--- config.mk ---
export PLATFORM = sky130hd
export DESIGN_NAME = bitmap_run_allocator
export DESIGN_NICKNAME = d
export VERILOG_FILES = /design/src/sv/bra_pkg.sv /design/src/sv/bra_ctrl.sv /design/src/sv/bra_dp.sv /design/src/sv/bitmap_run_allocator.sv
export VERILOG_INCLUDE_DIRS = /design/src /design/src/sv
export SDC_FILE = /design/constraint.sdc
export NUM_CORES = 2
export LEC_CHECK = 0
export BUFFER_PORTS_ARGS = -buffer_cell sky130_fd_sc_hd__buf_4
export CELL_PAD_IN_SITES_DETAIL_PLACEMENT = 1
export CELL_PAD_IN_SITES_GLOBAL_PLACEMENT = 1
export CORE_UTILIZATION = 40
export DETAILED_ROUTE_END_ITERATION = 8
export PLACE_DENSITY = 0.71
export SETUP_SLACK_MARGIN = 0.3
export SYNTH_ARGS = -nofsm -noshare
export SYNTH_HDL_FRONTEND = slang
export SYNTH_SLANG_ARGS = --single-unit
--- constraint.sdc ---
create_clock -name i_clk -period 33.9 [get_ports i_clk]
set_input_delay 3.39 -clock i_clk [delete_from_list [all_inputs] [get_ports i_clk]]
set_output_delay 3.39 -clock i_clk [all_outputs]
set_load 0.01 [all_outputs]
--- src/sv/assert_macros.svh ---
// Assertion macros used by the allocator sequencer.
`ifndef ASSERT_MACROS_SVH
`define ASSERT_MACROS_SVH
`ifndef NO_ASSERTIONS
// Checks that a condition holds on every rising clock edge outside reset.
`define ASSERT_ALWAYS(lbl, clk, rst_n, cond) \
    lbl: assert property (@(posedge clk) disable iff (!rst_n) (cond)) \
        else $error("assertion failed");
// Checks that a consequence holds in the cycle after its trigger.
`define ASSERT_NEXT(lbl, clk, rst_n, trig, cons) \
    lbl: assert property (@(posedge clk) disable iff (!rst_n) (trig) |=> (cons)) \
        else $error("assertion failed");
`else
`define ASSERT_ALWAYS(lbl, clk, rst_n, cond)
`define ASSERT_NEXT(lbl, clk, rst_n, trig, cons)
`endif
`endif

--- src/sv/bra_pkg.sv ---
// Shared codes, constants and control types of the bitmap run allocator.
package bra_pkg;

    localparam int POOL_BITS_DEF = 256;

    localparam logic [1:0] REQ_ALLOC = 2'd0;
    localparam logic [1:0] REQ_FREE  = 2'd1;
    localparam logic [1:0] REQ_CLEAR = 2'd2;
    localparam logic [1:0] REQ_STATS = 2'd3;

    localparam logic CFG_BEST_FIT = 1'b0;
    localparam logic CFG_ACTIVE   = 1'b1;

    typedef struct packed {
        logic load;          // capture the accepted request
        logic ctr_zero;      // restart the sweep counter
        logic scan_init;     // restart counter and scan accumulators
        logic srch;          // with scan_init: this scan searches for a fit
        logic issue;         // read the occupancy bit at the counter
        logic clr;           // write zero to both stores at the counter
        logic mark;          // write one run bit at base plus counter
        logic commit_alloc;
        logic commit_free;
        logic commit_clear;
        logic commit_stats;
        logic out_load;
    } t_cmd;

    typedef struct packed {
        logic [1:0] req;
        logic       alloc_bad;
        logic       found;
        logic       free_match;
        logic       issue_end;
        logic       pend;        // a scan read is still in flight
        logic       mark_last;
        logic       clr_last;
        logic       out_free;
    } t_sts;

endpackage

--- src/sv/bra_ctrl.sv ---
// Request sequencer of the bitmap run allocator.
`include "assert_macros.svh"
module bra_ctrl
    import bra_pkg::*;
(
    input  logic i_clk,
    input  logic i_rst_n,
    input  logic i_valid,
    output logic o_ready,
    input  t_sts i_sts,
    output t_cmd o_cmd
);

    localparam logic [3:0] S_CLR   = 4'd0;
    localparam logic [3:0] S_IDLE  = 4'd1;
    localparam logic [3:0] S_A0    = 4'd2;
    localparam logic [3:0] S_SCAN1 = 4'd3;
    localparam logic [3:0] S_F1    = 4'd4;
    localparam logic [3:0] S_F2    = 4'd5;
    localparam logic [3:0] S_MARK  = 4'd6;
    localparam logic [3:0] S_SCAN2 = 4'd7;
    localparam logic [3:0] S_DONE  = 4'd8;
    localparam logic [3:0] S_STATS = 4'd9;

    logic [3:0] r_state, n_state;
    logic       r_boot, n_boot;

    always_ff @(posedge i_clk) begin
        if (!i_rst_n) begin
            r_state <= S_CLR;
            r_boot  <= 1'b1;
        end else begin
            r_state <= n_state;
            r_boot  <= n_boot;
        end
    end

    always_comb begin
        n_state = r_state;
        n_boot  = r_boot;
        o_cmd   = '0;
        o_ready = 1'b0;
        case (r_state)
            S_CLR: begin
                o_cmd.clr   = 1'b1;
                o_cmd.issue = 1'b0;
                if (i_sts.clr_last) begin
                    o_cmd.commit_clear = 1'b1;
                    n_boot = 1'b0;
                    if (r_boot) begin
                        n_state = S_IDLE;
                    end else begin
                        o_cmd.scan_init = 1'b1;
                        n_state = S_SCAN2;
                    end
                end
            end
            S_IDLE: begin
                o_ready = 1'b1;
                if (i_valid) begin
                    o_cmd.load     = 1'b1;
                    o_cmd.ctr_zero = 1'b1;
                    n_state        = S_STATS;
                    case (i_sts.req)
                        REQ_ALLOC: n_state = S_A0;
                        REQ_FREE:  n_state = S_F1;
                        REQ_CLEAR: n_state = S_CLR;
                        default:   n_state = S_STATS;
                    endcase
                end
            end
            S_STATS: begin
                o_cmd.commit_stats = 1'b1;
                o_cmd.scan_init    = 1'b1;
                n_state            = S_SCAN2;
            end
            S_A0: begin
                o_cmd.scan_init = 1'b1;
                if (i_sts.alloc_bad) begin
                    n_state = S_SCAN2;
                end else begin
                    o_cmd.srch = 1'b1;
                    n_state    = S_SCAN1;
                end
            end
            S_SCAN1: begin
                o_cmd.issue = !i_sts.issue_end;
                if (i_sts.issue_end && !i_sts.pend) begin
                    if (i_sts.found) begin
                        o_cmd.ctr_zero = 1'b1;
                        n_state = S_MARK;
                    end else begin
                        o_cmd.scan_init = 1'b1;
                        n_state = S_SCAN2;
                    end
                end
            end
            S_F1: n_state = S_F2;
            S_F2: begin
                if (i_sts.free_match) begin
                    o_cmd.ctr_zero = 1'b1;
                    n_state = S_MARK;
                end else begin
                    o_cmd.scan_init = 1'b1;
                    n_state = S_SCAN2;
                end
            end
            S_MARK: begin
                o_cmd.mark = 1'b1;
                if (i_sts.mark_last) begin
                    o_cmd.commit_alloc = (i_sts.req == REQ_ALLOC);
                    o_cmd.commit_free  = (i_sts.req == REQ_FREE);
                    o_cmd.scan_init    = 1'b1;
                    n_state = S_SCAN2;
                end
            end
            S_SCAN2: begin
                o_cmd.issue = !i_sts.issue_end;
                if (i_sts.issue_end && !i_sts.pend) begin
                    n_state = S_DONE;
                end
            end
            S_DONE: begin
                if (i_sts.out_free) begin
                    o_cmd.out_load = 1'b1;
                    n_state = S_IDLE;
                end
            end
            default: n_state = S_IDLE;
        endcase
    end

    `ASSERT_NEXT(a_hold_done, i_clk, i_rst_n, (r_state == S_DONE) && !i_sts.out_free, r_state == S_DONE)
    `ASSERT_ALWAYS(a_mark_req, i_clk, i_rst_n, (r_state != S_MARK) || (i_sts.req == REQ_ALLOC) || (i_sts.req == REQ_FREE))
    `ASSERT_NEXT(a_busy_after_load, i_clk, i_rst_n, o_cmd.load, r_state != S_IDLE)

endmodule

--- src/sv/bra_dp.sv ---
// Datapath of the bitmap run allocator: stores, run scanner, counters, result register.
module bra_dp
    import bra_pkg::*;
#(
    parameter int POOL_BITS = POOL_BITS_DEF
) (
    input  logic         i_clk,
    input  logic         i_rst_n,
    input  logic         i_cfg_we,
    input  logic         i_cfg_idx,
    input  logic [8:0]   i_cfg_wdata,
    input  logic [1:0]   i_req_type,
    input  logic [8:0]   i_run_length,
    input  logic [7:0]   i_run_start,
    input  t_cmd         i_cmd,
    output t_sts         o_sts,
    output logic         o_valid,
    input  logic         i_ready,
    output logic         o_ok,
    output logic [7:0]   o_granted_start,
    output logic [8:0]   o_granted_length,
    output logic [8:0]   o_used_total,
    output logic [8:0]   o_largest_free_run,
    output logic         o_frag_warning,
    output logic [31:0]  o_alloc_count,
    output logic [31:0]  o_free_count,
    output logic [8:0]   o_peak_used
);

    localparam int AW = (POOL_BITS > 1) ? $clog2(POOL_BITS) : 1;
    localparam int LW = ($clog2(POOL_BITS + 1) > 9) ? $clog2(POOL_BITS + 1) : 9;

    logic           r_best;
    logic [8:0]     r_active;
    logic [1:0]     r_req;
    logic [LW-1:0]  r_len;
    logic [7:0]     r_st;
    logic [LW-1:0]  r_ctr;
    logic           r_pv;
    logic [LW-1:0]  r_pidx;
    logic           r_plast;
    logic           r_srch;
    logic [LW-1:0]  r_cur_len, r_cur_st, r_big, r_zeros, r_pick;
    logic [LW:0]    r_bestsz;
    logic           r_found;
    logic [LW-1:0]  r_used, r_peak;
    logic [31:0]    r_allocs, r_frees;
    logic           r_ok;
    logic           r_ovalid;

    logic           r_occ [POOL_BITS];
    logic [LW-1:0]  r_tab [POOL_BITS];
    logic           r_occ_q;
    logic [LW-1:0]  r_tab_q;

    logic [LW-1:0]  span, span_m1, st_ext, base, new_len, run_st, closed_len, closed_st;
    logic [LW-1:0]  n_used_add;
    logic [LW:0]    msum;
    logic           is_free, occ_we, occ_wd, tab_we, warn;
    logic [AW-1:0]  occ_wa, tab_wa;
    logic [LW-1:0]  tab_wd;

    always_comb begin
        if (r_active == 9'd0) begin
            span = LW'(1);
        end else if ({{(LW-9){1'b0}}, r_active} > LW'(POOL_BITS)) begin
            span = LW'(POOL_BITS);
        end else begin
            span = {{(LW-9){1'b0}}, r_active};
        end
    end

    assign span_m1    = span - LW'(1);
    assign st_ext     = {{(LW-8){1'b0}}, r_st};
    assign base       = (r_req == REQ_ALLOC) ? r_pick : st_ext;
    assign msum       = {1'b0, base} + {1'b0, r_ctr};
    assign n_used_add = r_used + r_len;

    // Run tracking: a run closes at an occupied bit or at the last active bit.
    assign is_free    = !r_occ_q;
    assign new_len    = is_free ? (r_cur_len + LW'(1)) : '0;
    assign run_st     = (r_cur_len == '0) ? r_pidx : r_cur_st;
    assign closed_len = is_free ? (r_plast ? new_len : '0) : r_cur_len;
    assign closed_st  = is_free ? run_st : r_cur_st;

    assign o_sts.req        = r_req;
    assign o_sts.alloc_bad  = (r_len == '0) || (r_len > span);
    assign o_sts.found      = r_found;
    assign o_sts.free_match = (st_ext < LW'(POOL_BITS)) && (r_tab_q != '0) && (r_tab_q == r_len);
    assign o_sts.issue_end  = (r_ctr == span);
    assign o_sts.pend       = r_pv;
    assign o_sts.mark_last  = (r_ctr == r_len - LW'(1)) || (msum == (LW+1)'(POOL_BITS - 1));
    assign o_sts.clr_last   = (r_ctr == LW'(POOL_BITS - 1));
    assign o_sts.out_free   = !r_ovalid || i_ready;

    assign occ_we = i_cmd.clr || i_cmd.mark;
    assign occ_wa = i_cmd.clr ? r_ctr[AW-1:0] : msum[AW-1:0];
    assign occ_wd = !i_cmd.clr && (r_req == REQ_ALLOC);
    assign tab_we = i_cmd.clr || i_cmd.commit_alloc || i_cmd.commit_free;
    assign tab_wa = i_cmd.clr ? r_ctr[AW-1:0] : base[AW-1:0];
    assign tab_wd = i_cmd.commit_alloc ? r_len : '0;

    always_ff @(posedge i_clk) begin
        if (occ_we) begin
            r_occ[occ_wa] <= occ_wd;
        end
        r_occ_q <= r_occ[r_ctr[AW-1:0]];
    end

    always_ff @(posedge i_clk) begin
        if (tab_we) begin
            r_tab[tab_wa] <= tab_wd;
        end
        r_tab_q <= r_tab[st_ext[AW-1:0]];
    end

    always_ff @(posedge i_clk) begin
        if (!i_rst_n) begin
            r_best <= 1'b0;
            r_active <= 9'd256;
        end else if (i_cfg_we) begin
            if (i_cfg_idx == CFG_BEST_FIT) begin
                r_best <= i_cfg_wdata[0];
            end else begin
                r_active <= i_cfg_wdata;
            end
        end
    end

    always_ff @(posedge i_clk) begin
        if (i_cmd.load) begin
            r_req <= i_req_type;
            r_len <= {{(LW-9){1'b0}}, i_run_length};
            r_st  <= i_run_start;
        end
    end

    // Counter and scan pipeline.
    always_ff @(posedge i_clk) begin
        if (!i_rst_n) begin
            r_ctr <= '0;
            r_pv  <= 1'b0;
        end else begin
            r_pv <= i_cmd.issue;
            if (i_cmd.ctr_zero || i_cmd.scan_init) begin
                r_ctr <= '0;
            end else if (i_cmd.issue || i_cmd.clr || i_cmd.mark) begin
                r_ctr <= r_ctr + LW'(1);
            end
        end
    end

    // The chosen start is kept through the closing scan so that the result can report it.
    always_ff @(posedge i_clk) begin
        r_pidx  <= r_ctr;
        r_plast <= (r_ctr == span_m1);
        if (i_cmd.scan_init) begin
            r_srch    <= i_cmd.srch;
            r_cur_len <= '0;
            r_cur_st  <= '0;
            r_big     <= '0;
            r_zeros   <= '0;
            r_found   <= 1'b0;
            r_bestsz  <= {1'b0, span} + (LW+1)'(1);
        end else if (r_pv) begin
            r_cur_len <= new_len;
            r_cur_st  <= is_free ? run_st : r_cur_st;
            r_zeros   <= r_zeros + {{(LW-1){1'b0}}, is_free};
            if (closed_len > r_big) begin
                r_big <= closed_len;
            end
            if (r_srch && closed_len != '0 && closed_len >= r_len) begin
                if (r_best) begin
                    if ({1'b0, closed_len} < r_bestsz) begin
                        r_bestsz <= {1'b0, closed_len};
                        r_pick   <= closed_st;
                        r_found  <= 1'b1;
                    end
                end else if (!r_found) begin
                    r_pick  <= closed_st;
                    r_found <= 1'b1;
                end
            end
        end
    end

    // Usage and statistics.
    always_ff @(posedge i_clk) begin
        if (!i_rst_n) begin
            r_used   <= '0;
            r_peak   <= '0;
            r_allocs <= '0;
            r_frees  <= '0;
            r_ok     <= 1'b0;
        end else begin
            if (i_cmd.load) begin
                r_ok <= 1'b0;
            end
            if (i_cmd.commit_alloc) begin
                r_used   <= n_used_add;
                r_allocs <= r_allocs + 32'd1;
                if (n_used_add > r_peak) begin
                    r_peak <= n_used_add;
                end
                r_ok <= 1'b1;
            end
            if (i_cmd.commit_free) begin
                r_used  <= (r_used >= r_len) ? (r_used - r_len) : '0;
                r_frees <= r_frees + 32'd1;
                r_ok    <= 1'b1;
            end
            if (i_cmd.commit_clear) begin
                r_used <= '0;
                r_ok   <= 1'b1;
            end
            if (i_cmd.commit_stats) begin
                r_allocs <= '0;
                r_frees  <= '0;
                r_peak   <= '0;
                r_ok     <= 1'b1;
            end
        end
    end

    assign warn = r_ok && (r_req == REQ_ALLOC || r_req == REQ_FREE) && (r_used != '0)
                  && (r_zeros != '0) && ({r_big, 2'b00} < {2'b00, r_zeros});

    always_ff @(posedge i_clk) begin
        if (!i_rst_n) begin
            r_ovalid <= 1'b0;
        end else if (i_cmd.out_load) begin
            r_ovalid <= 1'b1;
        end else if (i_ready) begin
            r_ovalid <= 1'b0;
        end
    end

    always_ff @(posedge i_clk) begin
        if (i_cmd.out_load) begin
            o_ok               <= r_ok;
            o_granted_start    <= (r_ok && r_req != REQ_CLEAR && r_req != REQ_STATS)
                                  ? base[7:0] : 8'd0;
            o_granted_length   <= (r_ok && r_req != REQ_CLEAR && r_req != REQ_STATS)
                                  ? r_len[8:0] : 9'd0;
            o_used_total       <= r_used[8:0];
            o_largest_free_run <= r_big[8:0];
            o_frag_warning     <= warn;
            o_alloc_count      <= r_allocs;
            o_free_count       <= r_frees;
            o_peak_used        <= r_peak[8:0];
        end
    end

    assign o_valid = r_ovalid;

endmodule

--- src/sv/bitmap_run_allocator.sv ---
// Top level of the bitmap run allocator: stream ports around sequencer and datapath.
//
// The block hands out contiguous runs of bits from a pool and frees them again. Each
// request transaction yields exactly one result transaction. A request walks the pool
// one bit per cycle through the occupancy memory; below, the span is active_bits held
// to the range 1 to POOL_BITS. A successful allocate scans the span to find a run
// (first fit or best fit), marks the run one bit per cycle, then scans again to report
// the largest free run; the next request can be taken as soon as its result is in the
// output register. A successful free reads the length table, clears the run bit by bit
// and rescans; a statistics clear resets the counters and rescans, and a failed request
// skips the marking. A pool clear sweeps both stores one entry per cycle, then rescans.
// While an earlier result still waits in the output register, the new result is not
// written. After reset the same sweep runs before the first request is taken;
// configuration writes are taken at any time but should be made only while idle.
// A finished result sits in an output register, so the next request is accepted while
// the previous result waits for the downstream side.
module bitmap_run_allocator
    import bra_pkg::*;
#(
    parameter int POOL_BITS = POOL_BITS_DEF
) (
    input  logic         i_clk,
    input  logic         i_rst_n,
    input  logic         i_cfg_we,
    input  logic         i_cfg_idx,
    input  logic [8:0]   i_cfg_wdata,
    input  logic         s_axis_tvalid,
    output logic         s_axis_tready,
    input  logic [23:0]  s_axis_tdata,  // run_length[8:0], run_start[16:9], zero fill
    input  logic [1:0]   s_axis_tuser,  // req_type[1:0]
    output logic         m_axis_tvalid,
    input  logic         m_axis_tready,
    // granted_start[7:0], granted_length[16:8], used_total[25:17],
    // largest_free_run[34:26], frag_warning[35], alloc_count[67:36],
    // free_count[99:68], peak_used[108:100], zero fill
    output logic [111:0] m_axis_tdata,
    output logic         m_axis_tuser   // ok[0]
);

    t_cmd cmd;
    t_sts sts;

    logic [7:0]  gs;
    logic [8:0]  gl, used, largest, peak;
    logic        warn;
    logic [31:0] allocs, frees;

    // The request kind is sampled straight from the port while idle, so the sequencer
    // can branch on it at the accepting edge.
    t_sts sts_ctrl;
    always_comb begin
        sts_ctrl = sts;
        if (s_axis_tready) begin
            sts_ctrl.req = s_axis_tuser;
        end
    end

    bra_ctrl u_ctrl (
        .i_clk   (i_clk),
        .i_rst_n (i_rst_n),
        .i_valid (s_axis_tvalid),
        .o_ready (s_axis_tready),
        .i_sts   (sts_ctrl),
        .o_cmd   (cmd)
    );

    bra_dp #(
        .POOL_BITS (POOL_BITS)
    ) u_dp (
        .i_clk              (i_clk),
        .i_rst_n            (i_rst_n),
        .i_cfg_we           (i_cfg_we),
        .i_cfg_idx          (i_cfg_idx),
        .i_cfg_wdata        (i_cfg_wdata),
        .i_req_type         (s_axis_tuser),
        .i_run_length       (s_axis_tdata[8:0]),
        .i_run_start        (s_axis_tdata[16:9]),
        .i_cmd              (cmd),
        .o_sts              (sts),
        .o_valid            (m_axis_tvalid),
        .i_ready            (m_axis_tready),
        .o_ok               (m_axis_tuser),
        .o_granted_start    (gs),
        .o_granted_length   (gl),
        .o_used_total       (used),
        .o_largest_free_run (largest),
        .o_frag_warning     (warn),
        .o_alloc_count      (allocs),
        .o_free_count       (frees),
        .o_peak_used        (peak)
    );

    assign m_axis_tdata = {3'b000, peak, frees, allocs, warn, largest, used, gl, gs};

endmodule

==> metrics.csv <==
stage;metric;value;unit
global_route;number of global-route vias before repair;64900;
worst_setup_path;RR Endpoint;u_dp.r_tab_q[4];
timing;Fin Clk Skew;0.0810;ns
worst_setup_path;CP max FO;105;
min_path;Min-Delay Path Class;reg2reg;
layout;Final Cell Area;0.133;sq mm
synth;synth cell count leaders;2,709 x edfxtp_1, 778 x mux4_2, 434 x nor2_1;
synth;count leader, synth;edfxtp_1;
worst_setup_path;critical path endpoint category;register;
layout;layout cells sized above 1;0.260;
detailed_routing;routed wl met3;17900;um
timing;Final setup violation count;0;
timing;final hold violation count;0;
timing;post-route minimum period;7.12;ns
global_route;largest net degree at the start of global routing;250;
floorplanning;I/O pin count;156;
floorplanning;Initial Utilization;0.403;
layout;Multi-input gate area;0.0298;sq mm
synth;ranking of synthesized cells by area;edfxtp_1 70%, mux4_2 15%, dfxtp_1 2.9%;
worst_setup_path;CP Launch Type;register;
timing;Least-Margin Pin Slew;1.56;ns
layout;Final Non-Filler Cells;10600;
synth;Yosys reg bits;2875;
cts;post_cts resized;0;
synth;Mapped Cells;6130;
min_path;worst hold stages;0;
worst_setup_path;CP required;34.66;ns
timing;Slew Limit Fails;79;
layout;final core occ;0.462;
detailed_routing;1st-iter DRT viols;5715;
worst_setup_path;critical path type;reg2reg;
placed_design;Placed Cells;10000;
global_route;Total Routing Usage GR;0.205;
min_path;Hold Crit Endpoint;u_dp.o_largest_free_run[7];
cts;clk sinks;2875;
cts;Reg clk slew, reported paths;0.07;ns
status;failing checks;slew limit;
synth;Synth Area per Inst;19.0;sq um
floorplanning;height of the die;541;um
synth;share of the synthesized area in the top cell type;0.700;
worst_setup_path;delay-heaviest family, CP;buffers and inverters;
detailed_routing;metal2 WL;149000;um
detailed_routing;uppermost routed layer;met5;
worst_setup_path;Worst EP arrival;7.88;ns
global_route;initial antenna violation count;7;
synth;largest area contributor in the netlist;edfxtp_1;
timing;Period Utilization, post-route;0.210;
detailed_routing;final WL;303000;um
worst_setup_path;R2R Path Start;u_dp.r_st[0];
worst_setup_path;Reg2Reg Depth;11;
cts;cts hold-fix bufs;0;
layout;layout net count;6688;
timing;Fin Setup TNS;0;ns
floorplanning;Core Region;0.288;sq mm
placed_design;GPL Wtd Cong;0.845;
worst_setup_path;buffers and inverters on the worst path;6;
detailed_routing;DRC viols;0;
synth;Top FF cell, synth;edfxtp_1;
power;maximum VDD drop;0.0593;mV
synth;Post-Syn Area;0.116;sq mm
cts;CTS root buffer;clkbuf_16;
detailed_routing;1st-pass router iterations;5;
placed_design;hpwl dp;181000;um
placed_design;Setup WS pre-CTS;26.56;ns
floorplanning;Die W;541;um
worst_setup_path;CP most frequent cell;buf_4;
detailed_routing;Routed Antenna Nets;0;
placed_design;Placed Area;0.123;sq mm
layout;FILL cells;26900;
power;leak pwr;47.9;nW
timing;FMAX;140;MHz
synth;Synth Warn #;0;
cts;number of H-tree levels;5;
cts;clock tree from TritonCTS;yes;
cts;Max clock buf depth;4;
timing;post-route setup slack;26.78;ns
synth;post-synth cell types;78;
worst_setup_path;Cell Chain, Critical Path;buf_4 > buf_4 > buf_12 > buf_4 > buf_4 > buf_4 > mux4_2 > mux4_2 > mux2i_1 > a22oi_1 > and4_1;
power;Pwr Density;63.8;mW/mm^2
synth;number of flops mapped to enable cells by yosys;2709;
synth;asr flop ratio synth;0;
synth;Seq/Total Area, Yosys;0.729;
layout;Area Growth Syn to Fin;14.6;%
timing;slew margin rel.;-0.0377;
worst_setup_path;max incr delay on CP;0.73;ns
status;status;finished with violations;
worst_setup_path;CP max-delay cell;buf_4;
timing;RSZ-0062 raised after global routing;false;
global_route;total gr overflow;0;
global_route;first-pass GRT wire length;445000;um
detailed_routing;Via Count;61700;
worst_setup_path;worst reg2reg setup slack;26.78;ns
cts;cts bufs inserted;317;
cts;setup bufs post-CTS;0;
placed_design;PortBufs;145;
layout;Register Area;0.0847;sq mm
floorplanning;# rows;197;
cts;clk_lat worst skew;0.94;ns
detailed_routing;routed length per instance;28.7;um
run;max-cap violations;0;
detailed_routing;number of vias per cell;5.84;
min_path;min-delay src;u_dp.r_big[7];
detailed_routing;M1 WL;125000;um
floorplanning;die footprint;0.293;sq mm
-- worst max-delay path by stage --
stage	start	end	slack, ns	depth (start not counted)
after CTS	u_dp.r_st[0]	u_dp.r_tab_q[4]	26.58	11
after global routing	u_dp.r_st[0]	u_dp.r_tab_q[4]	26.18	11
after floorplan	u_ctrl.r_state[3]	u_dp.r_occ[0]	21.52	3
after detailed placement	s_axis_tuser[0]	u_dp.r_tab[142][4]	26.56	8
after global placement	u_dp.r_st[0]	u_dp.r_tab_q[4]	26.54	11
final	u_dp.r_st[0]	u_dp.r_tab_q[4]	26.78	11
-- cells by family (layout without fill, tap and decap cells) --
kind of cell / count (synthesis) / after routing / share of synthesized area
XOR/XNOR: 76 / 76 / 0.00573
flip-flops: 2875 / 2875 / 0.729
adder cells (fa/ha/maj): 92 / 92 / 0.0101
other: 1 / 6 / 0.0000323
multiplexers: 923 / 923 / 0.163
AO/OA/AOI/OAI: 453 / 453 / 0.0256
buffers and inverters: 481 / 1129 / 0.0168
AND/OR/NAND/NOR: 1229 / 1229 / 0.0498
-- per-layer routing --
metal	GRT usage	vias up
li1	-	25800
met1	0.278	33100
met2	0.338	2280
met3	0.0291	551
met4	0.0740	4
met5	0	-
-- power breakdown --
| group | internal [mW] | leakage (nW) | switching, mW |
|---|---|---|---|
| Sequential | 3.92 | 31.5 | 0.0475 |
| Combinational | 0.315 | 11.6 | 0.910 |
| Clock | 1.94 | 4.81 | 1.37 |
| Total | 6.17 | 47.9 | 2.33 |
-- layout by cell type (no fill, tap or decap), types with 15 or more instances in the layout --
| master | count |
|---|---|
| edfxtp_1 | 2709 |
| mux4_2 | 778 |
| buf_4 | 477 |
| nor2_1 | 425 |
| clkbuf_16 | 325 |
| nor3_1 | 288 |
| nand2_1 | 196 |
| dfxtp_1 | 163 |
| a21oi_1 | 130 |
| mux2i_1 | 128 |
| inv_1 | 95 |
| ha_1 | 89 |
| o21ai_0 | 75 |
| clkinv_2 | 64 |
| nand3_1 | 63 |
| xnor2_1 | 61 |
| clkbuf_1 | 56 |
| clkinv_1 | 53 |
| a22oi_1 | 47 |
| or3_1 | 35 |
| or4_1 | 34 |
| o31ai_1 | 28 |
| nor2b_1 | 26 |
| nand4_1 | 25 |
| bufinv_16 | 24 |
| and3_1 | 23 |
| nand2b_1 | 20 |
| o21a_1 | 19 |
| a21o_1 | 19 |
| a211oi_1 | 18 |
| mux2_2 | 17 |
| and4_1 | 17 |
| nor4_1 | 16 |
| xor2_1 | 15 |
-- flip-flops by register name, indices dropped and copies added (netlist names), 10 cells and up --
register,cells
u_dp.r_tab,2304
u_dp.r_occ,256
u_dp.o_alloc_count,32
u_dp.o_free_count,32
u_dp.r_allocs,32
u_dp.r_frees,32
u_dp.r_bestsz,10
-- area by class of cell --
| class | instances | share of cell area |
|---|---|---|
| antenna | 2 | 0.0000376 |
| sequential | 2875 | 0.636 |
| tap | 3781 | 0.0355 |
| clock buffer | 385 | 0.0631 |
| inverter | 96 | 0.00271 |
| timing repair buffer | 488 | 0.0285 |
| multi-input combinational | 2777 | 0.224 |
| clock inverter | 160 | 0.0106 |
-- per-stage QoR --
stage,hold WS (ns),power (mW)
final,0.463,8.50
after global routing,0.468,8.73
after CTS,0.458,8.55
after detailed placement,0.444,5.25
after global placement,0.436,5.22
after floorplan,0.354,4.76
No activity file was read; power rests on OpenSTA's default activity.
